[config.mk]
export PLATFORM = sky130hd
export DESIGN_NAME = image_header_dimension_parser
export DESIGN_NICKNAME = d
export VERILOG_FILES = /design/src/design/ihdp_pkg.sv /design/src/design/ihdp_capture.sv /design/src/design/ihdp_judge.sv /design/src/design/image_header_dimension_parser.sv
export VERILOG_INCLUDE_DIRS = /design/src /design/src/design
export SDC_FILE = /design/constraint.sdc
export NUM_CORES = 1
export LEC_CHECK = 0
export ABC_AREA = 1
export BUFFER_PORTS_ARGS = -buffer_cell sky130_fd_sc_hd__buf_2
export CAP_MARGIN = 20
export CORE_ASPECT_RATIO = 1.4
export CORE_UTILIZATION = 55
export DETAILED_ROUTE_END_ITERATION = 6
export GPL_ROUTABILITY_DRIVEN = 0
export PLACE_DENSITY = 0.76
export SYNTH_ARGS = -nofsm -noshare
export SYNTH_HDL_FRONTEND = slang
export SYNTH_SLANG_ARGS = --single-unit
[constraint.sdc]
create_clock -name clock -period 4.9 [get_ports clock]
set_clock_uncertainty 0.1 [all_clocks]
set_input_delay 0.735 -clock clock [delete_from_list [all_inputs] [get_ports clock]]
set_output_delay 0.735 -clock clock [all_outputs]
set_load 0.005 [all_outputs]
[src/design/image_header_dimension_parser_assert.svh]
// ----------------------------------------------------------------------------
// image_header_dimension_parser_assert.svh
// Assertion macros for the parser RTL.
// ----------------------------------------------------------------------------
`ifndef IMAGE_HEADER_DIMENSION_PARSER_ASSERT_SVH
`define IMAGE_HEADER_DIMENSION_PARSER_ASSERT_SVH

// Same-cycle implication, disabled during reset.
`define IHDP_ASSERT_IMPL(label, clk, rst, cond, expr) \
   label: assert property (@(posedge clk) disable iff (rst) (cond) |-> (expr)) \
      else $error("assertion failed");

// Next-cycle implication, checked during reset as well.
`define IHDP_ASSERT_NEXT(label, clk, cond, expr) \
   label: assert property (@(posedge clk) (cond) |=> (expr)) \
      else $error("assertion failed");

`endif

[src/design/ihdp_pkg.sv]
// ----------------------------------------------------------------------------
// ihdp_pkg
// Types and constants for the image header dimension parser.
// ----------------------------------------------------------------------------
`timescale 1ns / 1ps

package ihdp_pkg;

   localparam int HDR_BYTES = 30;
   localparam int CNT_W     = 5;

   typedef logic [HDR_BYTES-1:0][7:0] hdr_bytes_type;

   typedef enum logic [2:0] {
      FMT_NONE          = 3'd0,
      FMT_PNG           = 3'd1,
      FMT_WEBP_EXT      = 3'd2,
      FMT_WEBP_LOSSLESS = 3'd3,
      FMT_WEBP_LOSSY    = 3'd4
   } format_type;

   localparam logic [63:0] PNG_MAGIC = 64'h89504E470D0A1A0A;
   localparam logic [31:0] TAG_IHDR  = 32'h49484452;
   localparam logic [31:0] TAG_RIFF  = 32'h52494646;
   localparam logic [31:0] TAG_WEBP  = 32'h57454250;
   localparam logic [31:0] TAG_VP8X  = 32'h56503858;
   localparam logic [31:0] TAG_VP8L  = 32'h5650384C;
   localparam logic [31:0] TAG_VP8   = 32'h56503820;
   localparam logic [7:0]  VP8L_SIG  = 8'h2F;
   localparam logic [23:0] VP8_START = 24'h9D012A;
   localparam logic [13:0] DIM_MASK  = 14'h3FFF;

   // Capture stage to judge stage: frozen header and its byte count.
   typedef struct packed {
      logic                 pend;
      logic [CNT_W-1:0]     n;
      hdr_bytes_type        hdr;
   } capture_type;

   typedef struct packed {
      logic        found;
      format_type  format;
      logic [31:0] width;
      logic [31:0] height;
   } verdict_type;

endpackage

[src/design/ihdp_capture.sv]
// ----------------------------------------------------------------------------
// ihdp_capture
// Stores the first bytes of each file, counts them and drops the tail.
// ----------------------------------------------------------------------------
`timescale 1ns / 1ps

module ihdp_capture (
   input  logic                  clock,
   input  logic                  reset,
   input  logic                  req_valid,
   output logic                  req_ready,
   input  logic [7:0]            req_data_byte,
   input  logic                  req_end_of_file,
   input  logic                  advance,
   output ihdp_pkg::capture_type cap
);

   ihdp_pkg::hdr_bytes_type       store_ff;
   logic [ihdp_pkg::CNT_W-1:0]    count_ff, count_in;
   logic [ihdp_pkg::CNT_W-1:0]    n_ff, n_in;
   logic                          drain_ff, drain_in;
   logic                          pend_ff, pend_in;
   logic                          accept;
   logic                          store_en;
   logic                          last_byte;
   logic [ihdp_pkg::CNT_W-1:0]    count_inc;

   // Store is frozen while a header waits for the judge stage.
   assign req_ready = !pend_ff || advance;
   assign accept    = req_valid && req_ready;
   assign store_en  = accept && !drain_ff;
   assign count_inc = count_ff + ihdp_pkg::CNT_W'(1);
   assign last_byte = (count_inc == ihdp_pkg::CNT_W'(ihdp_pkg::HDR_BYTES)) || req_end_of_file;

   always_comb begin
      count_in = count_ff;
      drain_in = drain_ff;
      n_in     = n_ff;
      pend_in  = pend_ff && !advance;
      if (accept) begin
         if (drain_ff) begin
            if (req_end_of_file) begin
               drain_in = 1'b0;
               count_in = '0;
            end
         end else if (last_byte) begin
            pend_in  = 1'b1;
            n_in     = count_inc;
            count_in = '0;
            drain_in = !req_end_of_file;
         end else begin
            count_in = count_inc;
         end
      end
   end

   always_ff @(posedge clock) begin
      if (reset) begin
         count_ff <= '0;
         drain_ff <= 1'b0;
         pend_ff  <= 1'b0;
      end else begin
         count_ff <= count_in;
         drain_ff <= drain_in;
         pend_ff  <= pend_in;
      end
   end

   always_ff @(posedge clock) begin
      n_ff <= n_in;
      if (store_en) begin
         store_ff[count_ff] <= req_data_byte;
      end
   end

   assign cap.pend = pend_ff;
   assign cap.n    = n_ff;
   assign cap.hdr  = store_ff;

endmodule

[src/design/ihdp_judge.sv]
// ----------------------------------------------------------------------------
// ihdp_judge
// Decodes a captured header as PNG, then as WebP (VP8X, VP8L, VP8).
// ----------------------------------------------------------------------------
`timescale 1ns / 1ps

module ihdp_judge (
   input  ihdp_pkg::capture_type cap,
   output ihdp_pkg::verdict_type verdict
);

   ihdp_pkg::hdr_bytes_type h;
   logic [63:0] magic;
   logic [31:0] tag0, tag8, tag12;
   logic [31:0] png_w, png_h;
   logic [31:0] vp8l_bits;
   logic [13:0] lossy_w, lossy_h;
   logic        png_ok, riff_ok;

   assign h     = cap.hdr;
   assign magic = {h[0], h[1], h[2], h[3], h[4], h[5], h[6], h[7]};
   assign tag0  = {h[0], h[1], h[2], h[3]};
   assign tag8  = {h[8], h[9], h[10], h[11]};
   assign tag12 = {h[12], h[13], h[14], h[15]};
   assign png_w = {h[16], h[17], h[18], h[19]};
   assign png_h = {h[20], h[21], h[22], h[23]};
   assign vp8l_bits = {h[24], h[23], h[22], h[21]};
   assign lossy_w   = {h[27][5:0], h[26]} & ihdp_pkg::DIM_MASK;
   assign lossy_h   = {h[29][5:0], h[28]} & ihdp_pkg::DIM_MASK;

   assign png_ok  = (cap.n >= ihdp_pkg::CNT_W'(24)) && (magic == ihdp_pkg::PNG_MAGIC)
                    && (tag12 == ihdp_pkg::TAG_IHDR) && (png_w != '0) && (png_h != '0);
   assign riff_ok = (cap.n >= ihdp_pkg::CNT_W'(16)) && (tag0 == ihdp_pkg::TAG_RIFF)
                    && (tag8 == ihdp_pkg::TAG_WEBP);

   always_comb begin
      verdict.found  = 1'b0;
      verdict.format = ihdp_pkg::FMT_NONE;
      verdict.width  = '0;
      verdict.height = '0;
      if (png_ok) begin
         verdict.format = ihdp_pkg::FMT_PNG;
         verdict.width  = png_w;
         verdict.height = png_h;
      end else if (riff_ok) begin
         if (tag12 == ihdp_pkg::TAG_VP8X) begin
            if (cap.n >= ihdp_pkg::CNT_W'(30)) begin
               verdict.format = ihdp_pkg::FMT_WEBP_EXT;
               verdict.width  = {8'd0, h[26], h[25], h[24]} + 32'd1;
               verdict.height = {8'd0, h[29], h[28], h[27]} + 32'd1;
            end
         end else if (tag12 == ihdp_pkg::TAG_VP8L) begin
            if ((cap.n >= ihdp_pkg::CNT_W'(25)) && (h[20] == ihdp_pkg::VP8L_SIG)) begin
               verdict.format = ihdp_pkg::FMT_WEBP_LOSSLESS;
               verdict.width  = {18'd0, vp8l_bits[13:0]} + 32'd1;
               verdict.height = {18'd0, vp8l_bits[27:14]} + 32'd1;
            end
         end else if (tag12 == ihdp_pkg::TAG_VP8) begin
            if ((cap.n >= ihdp_pkg::CNT_W'(30)) && ({h[23], h[24], h[25]} == ihdp_pkg::VP8_START)
                && (lossy_w != '0) && (lossy_h != '0)) begin
               verdict.format = ihdp_pkg::FMT_WEBP_LOSSY;
               verdict.width  = {18'd0, lossy_w};
               verdict.height = {18'd0, lossy_h};
            end
         end
      end
      verdict.found = (verdict.format != ihdp_pkg::FMT_NONE);
   end

endmodule

[src/design/image_header_dimension_parser.sv]
// ----------------------------------------------------------------------------
// image_header_dimension_parser
// Reads PNG / WebP image dimensions from the leading bytes of a byte stream.
// ----------------------------------------------------------------------------
// Usage:
//   req_*  : one file byte per transfer, req_end_of_file on the last byte.
//   rsp_*  : one result per file: found, format, image_width, image_height.
//   A result is produced when the 30th byte of a file arrives or on the
//   end-of-file byte, whichever is first. Bytes after the 30th are dropped
//   until end of file, which re-arms the parser for the next file.
//   Result path: the deciding byte sets the capture register, then the result
//   register loads the verdict and raises rsp_valid once it is free.
//   Throughput: one byte per cycle unless stalled; the store is written at
//   one address per cycle; decoding is one pass into the result register.
//   Stall: while rsp_ready is low the result register holds and one more
//   header may be captured; further bytes are then held off with
//   req_ready low until the result register drains.
//   Reset: synchronous, clears counters and valid flags; no result pending.
// ----------------------------------------------------------------------------
`timescale 1ns / 1ps

`include "image_header_dimension_parser_assert.svh"

module image_header_dimension_parser (
   input  logic        clock,
   input  logic        reset,
   input  logic        req_valid,
   output logic        req_ready,
   input  logic [7:0]  req_data_byte,
   input  logic        req_end_of_file,
   output logic        rsp_valid,
   input  logic        rsp_ready,
   output logic        rsp_found,
   output logic [2:0]  rsp_format,
   output logic [31:0] rsp_image_width,
   output logic [31:0] rsp_image_height
);

   ihdp_pkg::capture_type cap;
   ihdp_pkg::verdict_type verdict;
   ihdp_pkg::verdict_type rsp_ff;
   logic                  rsp_valid_ff, rsp_valid_in;
   logic                  advance;

   // Move a captured header into the result register when it is free.
   assign advance      = cap.pend && (!rsp_valid_ff || rsp_ready);
   assign rsp_valid_in = advance || (rsp_valid_ff && !rsp_ready);

   ihdp_capture u_capture (
      .clock           (clock),
      .reset           (reset),
      .req_valid       (req_valid),
      .req_ready       (req_ready),
      .req_data_byte   (req_data_byte),
      .req_end_of_file (req_end_of_file),
      .advance         (advance),
      .cap             (cap)
   );

   ihdp_judge u_judge (
      .cap     (cap),
      .verdict (verdict)
   );

   always_ff @(posedge clock) begin
      if (reset) begin
         rsp_valid_ff <= 1'b0;
      end else begin
         rsp_valid_ff <= rsp_valid_in;
      end
   end

   always_ff @(posedge clock) begin
      if (advance) begin
         rsp_ff <= verdict;
      end
   end

   assign rsp_valid        = rsp_valid_ff;
   assign rsp_found        = rsp_ff.found;
   assign rsp_format       = rsp_ff.format;
   assign rsp_image_width  = rsp_ff.width;
   assign rsp_image_height = rsp_ff.height;

   `IHDP_ASSERT_IMPL(a_hold_off, clock, reset, cap.pend && rsp_valid && !rsp_ready, !req_ready)
   `IHDP_ASSERT_IMPL(a_found_fmt, clock, reset, rsp_valid,
      rsp_found == (rsp_format != ihdp_pkg::FMT_NONE))
   `IHDP_ASSERT_IMPL(a_zero_dims, clock, reset, rsp_valid && !rsp_found,
      (rsp_image_width == '0) && (rsp_image_height == '0))
   `IHDP_ASSERT_NEXT(a_reset_idle, clock, reset, !rsp_valid && !cap.pend)

endmodule

==> summary.md <==
| Metric | Value |
|---|---|
| Port bufs | 82 |
| Cts bufs inserted | 28 |
| Worst-path fanout max | 39 |
| Clock network power share | 40.8% |
| Cell area after synthesis | roughly 0.014 mm² |
| Final Cell Area | approximately 0.016 mm² |
| Register bit total from synthesis | around 320 |
| Main synth FF type | edfxtp_1 |
| Final worst-path cycle share | 63.14% |
| H-tree depth | 1 |
| Dpl cells | roughly 1,800 |
| Initial antenna violation count | 1 |
| Final wirelength | roughly 35,000 µm |
| Setup crit end kind | flop |
| YS warnings | 0 |
| Sw Share | between 10% and 20% |
| Syn Inst Count | around 1,400 |
| Setup bufs post-CTS | 0 |
| Boundary pin count | slightly above 80 |
| Startpoint Class | flop |
| Least-Margin Pin Slew | ~1 ns |
| Post-route setup TNS | 0 ns |
| Share of layout cells above drive strength 1 | a little over 10% |
| First-pass GRT wire length | 53,420 µm |
| Worst Hold Depth | 2 |
| Die ar. | ~0.027 mm² |
| # diodes | 0 |
| Total core area | around 0.026 mm² |
| Final design utilization | a little over three fifths |
| Slew Limit Headroom | about a third |
| Unrepaired setup endpoints after global routing | no |
| DR vias/cell | between 5 and 6 |
| Register area share after synthesis | between 60% and 70% |
| CTS clock-pin slew for the worst setup and hold paths | 0.07 ns |
| Reg2reg path depth | 11 |
| CTS tree | yes |
| Final Setup Violations | 0 |
| Design Power | 5.284 mW |
| Syn_nets | ~1,400 |
| WHS Endpoint | u_capture.drain_ff |
| FP Rows | 69 |
| DRC viols | 16 |
| Total gr overflow | 0 |
| Part of the power in combinational logic | around 1.8% |
| Final Max Slew Viols | 0 |
| Beginning of the worst hold path | req_end_of_file |
| Yosys cell types | 37 |
| Worst hold path class | primary input to flop |
| Crit path arrival time | 3.41 ns |
| Worst r2r dst | rsp_image_height[15] |
| Max-Cap Viols | 0 |
| Avg Cell Area, Syn | between 10 and 15 µm² |
| # hold bufs at CTS | 0 |
| Worst R2R Start | u_capture.cap[55] |
| Drt first-iter violations | 1,039 |
| First-pass DRT Iterations | 7 |
| Clock tree buffer depth | 3 |
| Overall Global Routing Usage | around a quarter |
| Sequential power share | between 50% and 60% |
| Worst Path Required | 5.21 ns |
| VDD IR max | around 0.26 mV |
| Synth top cells by count | nand2_1, edfxtp_1, nor2_1 |
| Die height | between 150 and 200 µm |
| Hpwl dp | between 20,000 and 25,000 µm |
| Synth area leaders | edfxtp_1, nand2_1, nor2_1, nand3_1, inv_1 |
| Final net count | 1,513 |
| Leak | 6.357 nW |
| Wire per inst | approximately 19 µm |
| Final non-filler cell total | approximately 1,800 |
| Internal power | approximately 4.3 mW |
| Post-route ant nets | 0 |
| CTS root buffer | clkbuf_16 |
| NetSw | between 1 and 1.5 mW |
| Crit path time final | approximately 3.1 ns |
| Via count | roughly 10,000 |
| Largest net degree at the start of global routing | slightly below 70 |
| Crit path kind | flop to flop |
| Area after DPL | about 0.015 mm² |
| Final Hold Fails | 0 |
| Number of global-route vias before repair | roughly 10,000 |
| Area growth syn-to-layout | 11.24% |
| PostCTS Resize Cnt | 0 |
| Post-synth EDFFs | ~310 |
| Power Dens Cells | approximately 330 mW/mm² |
| Status | finished, violations left |
| Flop2flop setup slack | roughly 1.8 ns |
| Most numerous cell in the Yosys netlist | nand2_1 |
| Worst skew pair latency | about 0.57 ns |
| Asr flop ratio synth | 0% |
| Failing checks | DRC |
| Starting Density | about 56% |
| DIE WIDTH | 138.7 µm |
| Synth top area share | roughly two thirds |
| Max Freq | 0.3232 GHz |
| Sink Count | around 320 |
| Cell taking the most area after synthesis | edfxtp_1 |
==> registers in the layout (all words and copies together) (netlist names) <==
signal / count
u_capture.cap: 240
rsp_image_height: 32
rsp_format: 3
u_capture.pend_ff: 1
u_capture.n_ff: 5
rsp_found: 1
rsp_valid: 1
u_capture.drain_ff: 1
u_capture.count_ff: 5
rsp_image_width: 32
==> worst max-delay path by stage <==
stage	slack (ns)	to	from
after floorplan	0.21	rsp_format[0]	rsp_ready
after global placement	1.91	u_capture.cap[138]	rsp_ready
after detailed placement	1.78	u_capture.cap[139]	rsp_ready
after CTS	1.87	rsp_image_height[24]	u_capture.cap[55]
after global routing	1.57	rsp_image_height[13]	u_capture.cap[39]
final	1.81	rsp_image_height[15]	u_capture.cap[55]
==> logic make-up after synthesis <==
group	share of synthesized area [%]
compound gates	2.130
xor+xnor	1.461
fa+ha+maj	1.043
buf+inv	5.825
flops	66.43
simple gates	23.11
==> area by class of cell <==
| type | count | area (µm²) |
|---|---|---|
| Fill cell | 1952 | 9547 |
| Tap cell | 319 | 399.1 |
| Clock buffer | 34 | 723.2 |
| Clock inverter | 17 | 168.9 |
| Multi-Input combinational cell | 864 | 4004 |
| Sequential cell | 321 | 9559 |
| Inverter | 186 | 698.2 |
| Timing Repair Buffer | 87 | 455.4 |
==> worst max-delay path: stages (launching register included) <==
cell and delay (ns):
edfxtp_1 0.36, nor2_1 0.11, nand3b_1 0.08, nor2_1 0.12
nand2_1 0.07, nor2_1 0.17, nand2_1 0.15, nor2_2 0.40
nand2_2 0.43, inv_2 0.69, nand2_1 0.13, nand2_1 0.12
==> cells in the final DEF, fill, tap and decap left out, types with 8 or more instances in the layout <==
cell and instances:
nand3b_1 12, inv_1 179, xor2_1 22, buf_2 82, edfxtp_1 313, dfxtp_1 8
ha_1 12, nor3_1 20, nand2_1 318, clkinv_1 8, nor2_2 11, nand4_1 34
o21ai_0 32, nor2_1 213, clkbuf_16 28, nand3_1 144, a21oi_1 11
==> power groups by stage <==
| stage | clock network (mW) | logic, mW | registers [mW] |
|---|---|---|---|
| 2_1_floorplan | 0 | 0.0238 | 3.10 |
| 3_3_place_gp | 0 | 0.0941 | 3.09 |
| 3_5_place_dp | 0 | 0.0951 | 3.09 |
| 4_1_cts | 2.17 | 0.0953 | 3.03 |
| 5_1_grt | 2.27 | 0.101 | 3.03 |
| 6_report | 2.16 | 0.0941 | 3.03 |
==> through the flow <==
stage / setup slack, ns / hold slack, ns
after floorplan: 0.2061 / 0.3448
after global placement: 1.911 / 0.4088
after detailed placement: 1.778 / 0.4280
after CTS: 1.867 / 0.2868
after global routing: 1.572 / 0.2905
final: 1.806 / 0.2913
==> layer usage <==
metal	vias to the layer above	global-route usage, %	share of wire (%)
li1	4847	-	-
met1	4762	29.23	36
met2	521	45.63	49
met3	168	4.332	7.4
met4	0	18.35	7.6
met5	-	0	0
Power figures use the tool's default switching activity.
